$ cat src/rtl/hsva_pkg.sv
// Shared constants, stage word types and sector codes for the HSV to ARGB converter.
`default_nettype none
package hsva_pkg;

   localparam int FRAC_BITS = 16;

   localparam int HUE_W   = 16;
   localparam int LEVEL_W = 17;
   localparam int ALPHA_W = 8;
   localparam int ARGB_W  = 32;

   localparam int SECTOR_W = 3;
   localparam int H6_W     = FRAC_BITS + 3;
   localparam int XS_W     = (FRAC_BITS + 2 > 18) ? FRAC_BITS + 2 : 18;
   localparam int FAC_W    = FRAC_BITS + 1;
   localparam int TERM_W   = LEVEL_W + 1;

   localparam logic [H6_W-1:0] HUE_SIX = H6_W'(6);
   localparam logic [XS_W-1:0] ONE_XS  = XS_W'(1) << FRAC_BITS;
   localparam logic [FAC_W-1:0] ONE_FAC = FAC_W'(1) << FRAC_BITS;

   localparam logic [SECTOR_W-1:0] SECTOR_RED_YELLOW   = 3'd0;
   localparam logic [SECTOR_W-1:0] SECTOR_YELLOW_GREEN = 3'd1;
   localparam logic [SECTOR_W-1:0] SECTOR_GREEN_CYAN   = 3'd2;
   localparam logic [SECTOR_W-1:0] SECTOR_CYAN_BLUE    = 3'd3;
   localparam logic [SECTOR_W-1:0] SECTOR_BLUE_MAGENTA = 3'd4;

   typedef struct packed {
      logic [SECTOR_W-1:0]  sector;
      logic [FRAC_BITS-1:0] frac;
      logic [LEVEL_W-1:0]   sat;
      logic [LEVEL_W-1:0]   val;
      logic [ALPHA_W-1:0]   alpha;
   } sector_word_type;

   typedef struct packed {
      logic [SECTOR_W-1:0] sector;
      logic [XS_W-1:0]     xs_p;
      logic [XS_W-1:0]     xs_q;
      logic [XS_W-1:0]     xs_t;
      logic [LEVEL_W-1:0]  val;
      logic [ALPHA_W-1:0]  alpha;
   } xs_word_type;

   typedef struct packed {
      logic [SECTOR_W-1:0] sector;
      logic [FAC_W-1:0]    fac_p;
      logic [FAC_W-1:0]    fac_q;
      logic [FAC_W-1:0]    fac_t;
      logic [LEVEL_W-1:0]  val;
      logic [ALPHA_W-1:0]  alpha;
   } fac_word_type;

   typedef struct packed {
      logic [SECTOR_W-1:0] sector;
      logic [TERM_W-1:0]   term_p;
      logic [TERM_W-1:0]   term_q;
      logic [TERM_W-1:0]   term_t;
      logic [LEVEL_W-1:0]  val;
      logic [ALPHA_W-1:0]  alpha;
   } term_word_type;

endpackage
`default_nettype wire

$ cat src/rtl/hsva_sector.sv
// First stage: hue times six split into sector and fraction.
`default_nettype none
module hsva_sector (
   input  wire logic                         clock,
   input  wire logic                         reset,
   input  wire logic                         in_valid,
   output logic                              in_ready,
   input  wire logic [hsva_pkg::HUE_W-1:0]   in_hue,
   input  wire logic [hsva_pkg::LEVEL_W-1:0] in_sat,
   input  wire logic [hsva_pkg::LEVEL_W-1:0] in_val,
   input  wire logic [hsva_pkg::ALPHA_W-1:0] in_alpha,
   output logic                              out_valid,
   input  wire logic                         out_ready,
   output hsva_pkg::sector_word_type         out_word
);
   import hsva_pkg::*;

   logic            valid_ff;
   sector_word_type word_ff;
   sector_word_type word_in;
   logic [H6_W-1:0] hue_ext;
   logic [H6_W-1:0] h6;

   // mask to the fraction bits wraps hue modulo one turn
   always_comb begin
      hue_ext        = H6_W'(in_hue) & H6_W'(ONE_FAC - FAC_W'(1));
      h6             = hue_ext * HUE_SIX;
      word_in.sector = h6[H6_W-1:FRAC_BITS];
      word_in.frac   = h6[FRAC_BITS-1:0];
      word_in.sat    = in_sat;
      word_in.val    = in_val;
      word_in.alpha  = in_alpha;
   end

   assign in_ready  = !valid_ff || out_ready;
   assign out_valid = valid_ff;
   assign out_word  = word_ff;

   always_ff @(posedge clock) begin
      if (reset) begin
         valid_ff <= 1'b0;
      end else if (in_ready) begin
         valid_ff <= in_valid;
      end
   end

   always_ff @(posedge clock) begin
      if (in_ready && in_valid) begin
         word_ff <= word_in;
      end
   end

endmodule
`default_nettype wire

$ cat src/rtl/hsva_terms.sv
// Stages two to four: inner products, factors and the p, q, t terms.
`default_nettype none
module hsva_terms (
   input  wire logic                      clock,
   input  wire logic                      reset,
   input  wire logic                      in_valid,
   output logic                           in_ready,
   input  wire hsva_pkg::sector_word_type in_word,
   output logic                           out_valid,
   input  wire logic                      out_ready,
   output hsva_pkg::term_word_type        out_word
);
   import hsva_pkg::*;

   logic          xs_valid_ff;
   logic          fac_valid_ff;
   logic          term_valid_ff;
   logic          xs_ready;
   logic          fac_ready;
   logic          term_ready;
   xs_word_type   xs_ff;
   xs_word_type   xs_in;
   fac_word_type  fac_ff;
   fac_word_type  fac_in;
   term_word_type term_ff;
   term_word_type term_in;

   logic [FRAC_BITS+LEVEL_W-1:0]  prod_q;
   logic [FAC_W-1:0]              one_minus_f;
   logic [FAC_W+LEVEL_W-1:0]      prod_t;
   logic [FAC_W+LEVEL_W-1:0]      prod_vp;
   logic [FAC_W+LEVEL_W-1:0]      prod_vq;
   logic [FAC_W+LEVEL_W-1:0]      prod_vt;

   function automatic logic [FAC_W-1:0] factor(input logic [XS_W-1:0] xs);
      logic [XS_W-1:0] diff;
      diff = ONE_XS - xs;
      if (xs >= ONE_XS) begin
         return '0;
      end
      return diff[FAC_W-1:0];
   endfunction

   always_comb begin
      prod_q       = (FRAC_BITS+LEVEL_W)'(in_word.frac) * (FRAC_BITS+LEVEL_W)'(in_word.sat);
      one_minus_f  = ONE_FAC - FAC_W'(in_word.frac);
      prod_t       = (FAC_W+LEVEL_W)'(one_minus_f) * (FAC_W+LEVEL_W)'(in_word.sat);
      xs_in.sector = in_word.sector;
      xs_in.xs_p   = XS_W'(in_word.sat);
      xs_in.xs_q   = XS_W'(prod_q >> FRAC_BITS);
      xs_in.xs_t   = XS_W'(prod_t >> FRAC_BITS);
      xs_in.val    = in_word.val;
      xs_in.alpha  = in_word.alpha;
   end

   always_comb begin
      fac_in.sector = xs_ff.sector;
      fac_in.fac_p  = factor(xs_ff.xs_p);
      fac_in.fac_q  = factor(xs_ff.xs_q);
      fac_in.fac_t  = factor(xs_ff.xs_t);
      fac_in.val    = xs_ff.val;
      fac_in.alpha  = xs_ff.alpha;
   end

   always_comb begin
      prod_vp        = (FAC_W+LEVEL_W)'(fac_ff.val) * (FAC_W+LEVEL_W)'(fac_ff.fac_p);
      prod_vq        = (FAC_W+LEVEL_W)'(fac_ff.val) * (FAC_W+LEVEL_W)'(fac_ff.fac_q);
      prod_vt        = (FAC_W+LEVEL_W)'(fac_ff.val) * (FAC_W+LEVEL_W)'(fac_ff.fac_t);
      term_in.sector = fac_ff.sector;
      term_in.term_p = TERM_W'(prod_vp >> FRAC_BITS);
      term_in.term_q = TERM_W'(prod_vq >> FRAC_BITS);
      term_in.term_t = TERM_W'(prod_vt >> FRAC_BITS);
      term_in.val    = fac_ff.val;
      term_in.alpha  = fac_ff.alpha;
   end

   assign term_ready = !term_valid_ff || out_ready;
   assign fac_ready  = !fac_valid_ff || term_ready;
   assign xs_ready   = !xs_valid_ff || fac_ready;
   assign in_ready   = xs_ready;
   assign out_valid  = term_valid_ff;
   assign out_word   = term_ff;

   always_ff @(posedge clock) begin
      if (reset) begin
         xs_valid_ff   <= 1'b0;
         fac_valid_ff  <= 1'b0;
         term_valid_ff <= 1'b0;
      end else begin
         if (xs_ready) begin
            xs_valid_ff <= in_valid;
         end
         if (fac_ready) begin
            fac_valid_ff <= xs_valid_ff;
         end
         if (term_ready) begin
            term_valid_ff <= fac_valid_ff;
         end
      end
   end

   always_ff @(posedge clock) begin
      if (xs_ready && in_valid) begin
         xs_ff <= xs_in;
      end
      if (fac_ready && xs_valid_ff) begin
         fac_ff <= fac_in;
      end
      if (term_ready && fac_valid_ff) begin
         term_ff <= term_in;
      end
   end

endmodule
`default_nettype wire

$ cat src/rtl/hsva_pack.sv
// Last stage: sector selection, byte scaling with clamp, and ARGB packing.
`default_nettype none
module hsva_pack (
   input  wire logic                        clock,
   input  wire logic                        reset,
   input  wire logic                        in_valid,
   output logic                             in_ready,
   input  wire hsva_pkg::term_word_type     in_word,
   output logic                             out_valid,
   input  wire logic                        out_stall,
   output logic [hsva_pkg::ARGB_W-1:0]      out_argb
);
   import hsva_pkg::*;

   logic              valid_ff;
   logic [ARGB_W-1:0] argb_ff;
   logic [ARGB_W-1:0] argb_in;
   logic [TERM_W-1:0] val_ext;
   logic [TERM_W-1:0] red;
   logic [TERM_W-1:0] green;
   logic [TERM_W-1:0] blue;

   function automatic logic [7:0] to_byte(input logic [TERM_W-1:0] c);
      logic [TERM_W+7:0] scaled;
      logic [TERM_W+7:0] whole;
      scaled = ({c, 8'h00}) - (TERM_W+8)'(c);
      whole  = scaled >> FRAC_BITS;
      if (whole > (TERM_W+8)'(8'hFF)) begin
         return 8'hFF;
      end
      return whole[7:0];
   endfunction

   always_comb begin
      val_ext = TERM_W'(in_word.val);
      case (in_word.sector)
         SECTOR_RED_YELLOW: begin
            red = val_ext;        green = in_word.term_t; blue = in_word.term_p;
         end
         SECTOR_YELLOW_GREEN: begin
            red = in_word.term_q; green = val_ext;        blue = in_word.term_p;
         end
         SECTOR_GREEN_CYAN: begin
            red = in_word.term_p; green = val_ext;        blue = in_word.term_t;
         end
         SECTOR_CYAN_BLUE: begin
            red = in_word.term_p; green = in_word.term_q; blue = val_ext;
         end
         SECTOR_BLUE_MAGENTA: begin
            red = in_word.term_t; green = in_word.term_p; blue = val_ext;
         end
         default: begin
            red = val_ext;        green = in_word.term_p; blue = in_word.term_q;
         end
      endcase
      argb_in = {in_word.alpha, to_byte(red), to_byte(green), to_byte(blue)};
   end

   assign in_ready  = !valid_ff || !out_stall;
   assign out_valid = valid_ff;
   assign out_argb  = argb_ff;

   always_ff @(posedge clock) begin
      if (reset) begin
         valid_ff <= 1'b0;
      end else if (in_ready) begin
         valid_ff <= in_valid;
      end
   end

   always_ff @(posedge clock) begin
      if (in_ready && in_valid) begin
         argb_ff <= argb_in;
      end
   end

endmodule
`default_nettype wire

$ cat src/rtl/hsv_to_argb_converter_top.sv
// HSV to ARGB converter: five-stage pipeline from request word to response word.
// Throughput: one word per cycle while rsp_stall is low; each stage register holds while the stage after it is full
// and stalled, so bubbles collapse and req_stall rises only when all five stages are full.
// Reset clears the stage valid bits only; data registers are not reset.
`default_nettype none
module hsv_to_argb_converter_top (
   input  wire logic                         clock,
   input  wire logic                         reset,
   input  wire logic                         req_valid,
   output logic                              req_stall,
   input  wire logic [hsva_pkg::HUE_W-1:0]   req_hue_fraction,
   input  wire logic [hsva_pkg::LEVEL_W-1:0] req_saturation_level,
   input  wire logic [hsva_pkg::LEVEL_W-1:0] req_brightness_level,
   input  wire logic [hsva_pkg::ALPHA_W-1:0] req_alpha_byte,
   output logic                              rsp_valid,
   input  wire logic                         rsp_stall,
   output logic [hsva_pkg::ARGB_W-1:0]       rsp_argb_word
);
   import hsva_pkg::*;

   logic            req_ready;
   logic            sec_valid;
   logic            sec_ready;
   sector_word_type sec_word;
   logic            term_valid;
   logic            term_ready;
   term_word_type   term_word;

   hsva_sector u_sector (
      .clock     (clock),
      .reset     (reset),
      .in_valid  (req_valid),
      .in_ready  (req_ready),
      .in_hue    (req_hue_fraction),
      .in_sat    (req_saturation_level),
      .in_val    (req_brightness_level),
      .in_alpha  (req_alpha_byte),
      .out_valid (sec_valid),
      .out_ready (sec_ready),
      .out_word  (sec_word)
   );

   hsva_terms u_terms (
      .clock     (clock),
      .reset     (reset),
      .in_valid  (sec_valid),
      .in_ready  (sec_ready),
      .in_word   (sec_word),
      .out_valid (term_valid),
      .out_ready (term_ready),
      .out_word  (term_word)
   );

   hsva_pack u_pack (
      .clock     (clock),
      .reset     (reset),
      .in_valid  (term_valid),
      .in_ready  (term_ready),
      .in_word   (term_word),
      .out_valid (rsp_valid),
      .out_stall (rsp_stall),
      .out_argb  (rsp_argb_word)
   );

   assign req_stall = !req_ready;

endmodule
`default_nettype wire

$ cat config.mk
export PLATFORM = sky130hd
export DESIGN_NAME = hsv_to_argb_converter_top
export DESIGN_NICKNAME = d
export VERILOG_FILES = /design/src/rtl/hsva_pkg.sv /design/src/rtl/hsva_sector.sv /design/src/rtl/hsva_terms.sv /design/src/rtl/hsva_pack.sv /design/src/rtl/hsv_to_argb_converter_top.sv
export SDC_FILE = /design/constraint.sdc
export NUM_CORES = 2
export LEC_CHECK = 0
export BUFFER_PORTS_ARGS = -buffer_cell sky130_fd_sc_hd__buf_4
export CAP_MARGIN = 25
export CORE_UTILIZATION = 47
export DETAILED_ROUTE_END_ITERATION = 10
export HOLD_SLACK_MARGIN = 0.1
export PLACE_DENSITY = 0.59
export SLEW_MARGIN = 0
export SYNTH_ARGS = -nofsm -noshare
export SYNTH_HDL_FRONTEND = slang
export SYNTH_SLANG_ARGS = --single-unit
$ cat constraint.sdc
create_clock -name clock -period 20.3 [get_ports clock]
set_input_delay 1.015 -clock clock [delete_from_list [all_inputs] [get_ports clock]]
set_output_delay 1.015 -clock clock [all_outputs]
set_load 0.05 [all_outputs]
=== After elaboration in Yosys (flattened, before gate mapping) ===
Cells that the tools add are included.
Widths: inputs -> output; s select.

* $add $sub $neg: 7
* Multiply operators: 6
* Order comparisons: 6
* Equal/unequal tests: 4
* Multiplexer cells: 21
* Reduce and logical (&&, ||, !) cells: 22

{| class="wikitable"
|+ Operators with widths
! operator !! count
|-
| $pmux 18 s3 || 3
|-
| $mul 17x17->34 || 4
|-
| $mux 17 || 6
|-
| $sub 26x18->26 || 3
|-
| $sub 17x17->17 const A || 3
|-
| $mux 8 || 6
|-
| $ge 17x17->1 const B || 2
|-
| $mul 15x17->32 || 1
|-
| $gt 10x8->1 const B || 3
|-
| $ge 18x17->1 const B || 1
|-
| $mul 16x2->18 const B || 1
|-
| $sub 17x16->17 const A || 1
|-
| $reduce_or 2->1 || 4
|-
| $logic_not 1->1 || 7
|-
| $eq 3x2->1 const B || 2
|-
| $mux 1 || 6
|-
| $logic_and 1x1->1 || 5
|-
| $logic_or 1x1->1 || 5
|-
| $eq 3x1->1 const B || 1
|-
| $eq 3x3->1 const B || 1
|-
| $logic_not 3->1 || 1
|}

* Register bits after elaboration: 338
* Input bits: 62
* Output and inout bits: 34
* Logic and storage cells: 95

=== Logic depth before layout (Yosys ltp) ===
* Depth after elaboration: 7
* Gate-level depth with buffers: 34
* Depth with buffers taken out: 31

=== By module ===
Synthesis repeated with hierarchy kept, for this count alone.

* Cell total of the unflattened synthesis: 6567
* Area, all modules: 61545.3 µm²

{| class="wikitable"
|+ By module, submodules not included
! module !! times used !! cells each !! area each (µm²) !! seq. area each (µm²)
|-
| hsva_terms || 1 || 5690 || 53435.0 || 7297.0
|-
| hsva_pack || 1 || 711 || 5512.8 || 980.9
|-
| hsva_sector || 1 || 165 || 2593.7 || 1821.7
|-
| hsv_to_argb_converter_top || 1 || 1 || 3.8 || 0.0
|}

=== Least setup slack after synthesis ===
Ideal clock, no wire load.

* Kind: reg-to-reg
* Start point: register u_sector.word_ff (netlist bit u_sector.out_word[43])
* End point: register u_terms.xs_ff[42] (netlist name) (data pin)
* Library setup time: 0.260 ns
* Arrival time: 8.339 ns
* Data required time: 20.040 ns
* Slack: 11.701 ns
* Stages on the path, launching flop included: 35
* Path buffers: 4
* Period minus slack after synthesis: 8.599 ns
* Cell sequence: edfxtp_1 > clkbuf_1 > clkbuf_1 > inv_1 > ha_1 > nand2_1 > or2_1 > or3_1 > clkbuf_1 > or4_1 > nor3_1 > xnor2_1 > clkbuf_1 > nand2_1 > fa_1 > fa_1 > inv_1 > fa_1 > inv_1 > fa_1 > fa_1 > fa_1 > inv_1 > ha_1 > nand2_1 > a21oi_1 > a211oi_1 > and4b_1 > a211oi_1 > a211oi_1 > o21ai_0 > o21ai_1 > o22a_1 > a21oi_1 > xnor2_1

* Word-level cells in the longest chain between the ends: 2

{| class="wikitable"
|+ Ends and longest elaborated chain
! element !! line !! text
|-
| start, declared || hsva_sector.sv:19 || <nowiki>sector_word_type word_ff;</nowiki>
|-
| start signal, assigned || hsva_sector.sv:49 || <nowiki>word_ff <= word_in;</nowiki>
|-
| $sub 17x16->17 || hsva_terms.sv:46 || <nowiki>one_minus_f = ONE_FAC - FAC_W'(in_word.frac);</nowiki>
|-
| $mul 17x17->34 || hsva_terms.sv:47 || <nowiki>prod_t = (FAC_W+LEVEL_W)'(one_minus_f) * (FAC_W+LEVEL_W)'(in_word.sat);</nowiki>
|-
| net u_terms.prod_t[33] || hsva_terms.sv:30 || <nowiki>logic [FAC_W+LEVEL_W-1:0] prod_t;</nowiki>
|-
| end signal, assigned || hsva_terms.sv:104 || <nowiki>xs_ff <= xs_in;</nowiki>
|-
| end, declared || hsva_terms.sv:21 || <nowiki>xs_word_type xs_ff;</nowiki>
|}

The timed path passes the listed nets, and every way through them passes these cells.
A chain may end at the register's enable or synchronous reset.

=== Worst setup path after layout ===
* Start point: register u_sector.word_ff (netlist bit u_sector.out_word[45])
* End point: register u_terms.xs_ff[42] (netlist name) (data pin)

The elaborated chain is that of the path after synthesis.

==> impl_metrics.json <==
{
  "cpPeakStageDelay_ns": 0.69,
  "initial_core_util_pct": 47.36,
  "vias_per_cell": 5.237,
  "ys_seq_elements": 338,
  "synth_edf_count": 333,
  "final_max_slew_viol_count": 0,
  "grt_pass1_wl_microns": 238900,
  "synth_area_sq_um": 58470,
  "async_flop_share_pct": 0,
  "cts_root_buf": "clkbuf_16",
  "synthCells": 6136,
  "synth_largest_area_cell": "fa_1",
  "fill_cells": 11520,
  "yosys.cell_types.count": 78,
  "clockBufferDepth": 3,
  "port_buffers": 95,
  "track_usage_pct": 24.26,
  "ant_nets": 0,
  "grt_overflow_total": 0,
  "critPathArrivalTime_ns": 9.92,
  "clk_latency_ns": 0.63,
  "dp_hpwl_microns": 110800,
  "setup_tns_ns": 0,
  "end_kind": "register",
  "cts.hold.buffers_added": 0,
  "crit_path_frequent_cell": "fa_1",
  "critPathSlowestCell": "a211oi_1",
  "avgSynthCellArea_sq_um": 9.529,
  "fin_crit_sh_pct": 47.14,
  "max_freq_mhz": 104.5,
  "synth-main-ff-cell": "edfxtp_1",
  "finalCriticalPeriod_ns": 9.569,
  "gr-usage-met1_pct": 33.55,
  "grtUsageMet3_pct": 2.504,
  "fin_nets": 7752,
  "ioPinCount": 96,
  "vias": 40460,
  "rows": 129,
  "globalRoute.busiestLayer": "met2",
  "drt_iter0_markers": 2503,
  "run_status": "completed",
  "synthTopCellsByArea": "fa_1, edfxtp_1, ha_1",
  "dieHeight_microns": 354.7,
  "cts_max_level": 2,
  "totalWireLength_microns": 147100,
  "core_area_sq_um": 123500,
  "drv_cap": 0,
  "syn-num-nets": 7833,
  "final_layout_size_suffix_gt1_share_pct": 4.665,
  "synth.top_cell.area_share_pct": 36.50,
  "area_growth_syn_to_layout_pct": 6.173,
  "hold_violations": 0,
  "worstMarginPinSlew_ns": 1.048,
  "crit_type": "register to register",
  "worstPathRequired_ns": 20.65,
  "path_max_fanout": 20,
  "skew_ns": 0.03342,
  "yosysSeqAreaShare_pct": 17.27,
  "clock_sink_count": 338,
  "wire_per_inst_microns": 19.03,
  "first_pass_iters": 5,
  "first_global_vias": 43020,
  "gp_congestion": 0.8737,
  "grt_max_degree": 75,
  "ctsResizeCount": 0,
  "rsz0062_at_grt": "no",
  "antenna_found_initial": 6,
  "drc": 0,
  "yosysWarnings": 0,
  "cts_tree": "built",
  "numCtsBuffers": 42,
  "die_width_microns": 354.7,
  "dieArea_sq_um": 125800,
  "crit_path_start_kind": "register",
  "global_route.usage.met2_pct": 40.68,
  "slew_headroom_pct": 29.77,
  "setup_viol": 0,
  "post-cts-setup-buffer-count": 0,
  "clkSlewWorstSetupHoldPaths_ns": 0.06,
  "hold_path.class": "register to register"
}
==> logic make-up (layout without fill, tap and decap cells) <==
kind of cell | after synthesis | count (layout) | share of synthesized area, %
flops | 338 | 338 | 17.27
mux | 74 | 74 | 1.297
xor+xnor | 159 | 159 | 2.382
compound gates | 405 | 405 | 4.547
simple gates | 1894 | 1894 | 15.20
buf+inv | 1631 | 1583 | 10.63
other cells | 0 | 2 | 0
fa+ha+maj | 1635 | 1635 | 48.67
==> per-layer routing <==
metal	up-vias	part of all wire, %
met1	20710	44
li1	18500	-
met3	177	5.2
met5	-	0
met2	1076	48
met4	0	2.7
==> cell usage in the layout, fill, tap and decap left out, types with 11 or more instances in the layout <==
cell | Yosys | final
nor4_1 | 16 | 16
edfxtp_1 | 333 | 333
nand4_1 | 16 | 16
a21o_1 | 53 | 53
a21oi_1 | 112 | 112
xnor2_1 | 106 | 103
xor2_1 | 53 | 52
nand2b_1 | 23 | 23
nor2b_1 | 24 | 23
and2_1 | 479 | 479
nand3_1 | 26 | 26
a31oi_1 | 12 | 11
o21ai_0 | 57 | 57
o211ai_1 | 11 | 11
fa_1 | 1066 | 1066
nor3_1 | 47 | 47
clkbuf_16 | 0 | 43
or3_1 | 21 | 21
mux2i_1 | 60 | 60
and3_1 | 21 | 21
nand2_1 | 988 | 988
buf_4 | 7 | 168
ha_1 | 569 | 569
nor2_1 | 186 | 184
a211oi_1 | 20 | 20
o21ai_1 | 24 | 24
o21a_1 | 31 | 31
inv_1 | 1331 | 1331
==> metrics by stage <==
step	cells	utilization, %	cell area, sq um	hold WS [ns]	worst slack, ns
finish	7727	50.28	62080	0.4084	10.73
global route	7725	50.28	62080	0.4180	10.03
CTS	7724	50.26	62060	0.4180	10.64
detailed placement	7647	49.15	60690	0.4045	10.73
global placement	7646	49.13	60670	0.4008	10.84
floorplan	6136	-	58470	0.4003	11.70
==> critical path, delay by kind of cell (launching register included) <==
kind            cells  cell delay [ns]
xor+xnor            2             0.24
compound gates      8             2.30
buf+inv             4             0.43
flops               1             0.68
fa+ha+maj           7             3.40
simple gates        9             2.22
==> Yosys cell counts, types with 6 or more instances <==
cell	n
inv_1	1331
fa_1	1066
nand2_1	988
ha_1	569
and2_1	479
edfxtp_1	333
clkbuf_1	258
nor2_1	186
a21oi_1	112
xnor2_1	106
mux2i_1	60
o21ai_0	57
a21o_1	53
xor2_1	53
nor3_1	47
o21a_1	31
nand3_1	26
nor2b_1	24
o21ai_1	24
nand2b_1	23
and3_1	21
or3_1	21
a211oi_1	20
nand4_1	16
nor4_1	16
a31oi_1	12
buf_2	12
buf_1	11
o211ai_1	11
mux2_2	10
o21bai_1	10
a21boi_0	9
or2_2	9
or4_1	9
and4_1	8
buf_4	7
buf_6	7
a211o_1	6
o2111ai_1	6
==> area by class of cell <==
class                      count  area, sq um  share of cell area, %
tap                         1637         2048                  3.299
multi-input combinational   4167        42240                  68.04
inverter                    1336         5015                  8.078
clock buffer                  46         1087                  1.751
clock inverter                31        289.0                 0.4656
antenna                        2        5.005               0.008062
sequential                   338        10100                  16.27
timing repair buffer         170         1296                  2.088
==> registers in the layout, indices dropped and copies added, names as in the netlist <==
name,cells
u_terms.out_valid,1
u_terms.fac_valid_ff,1
u_terms.xs_valid_ff,1
u_terms.xs_ff,52
u_sector.out_valid,1
u_pack.out_valid,1
u_terms.fac_ff,79
u_pack.out_argb,32
u_terms.fac_in,28
u_terms.out_word,82
u_sector.out_word,60
==> path summary, 6_finish.rpt <==
| kind | start | end | slack [ns] | depth (start not counted) |
|---|---|---|---|---|
| worst max-delay path | u_sector.out_word[45]$_DFFE_PP_ | u_terms.xs_ff[42]$_DFFE_PP_ | 10.73 | 30 |
| worst min-delay path | u_terms.out_word[5]$_DFFE_PP_ | u_pack.out_argb[29]$_DFFE_PP_ | 0.41 | 0 |
| worst max register to register | u_sector.out_word[45]$_DFFE_PP_ | u_terms.xs_ff[42]$_DFFE_PP_ | 10.73 | 30 |
| worst min register to register | u_terms.out_word[5]$_DFFE_PP_ | u_pack.out_argb[29]$_DFFE_PP_ | 0.41 | 0 |
Power is not shown: default switching activity piles up to over one toggle a cycle in this logic, so the estimate is an artifact.
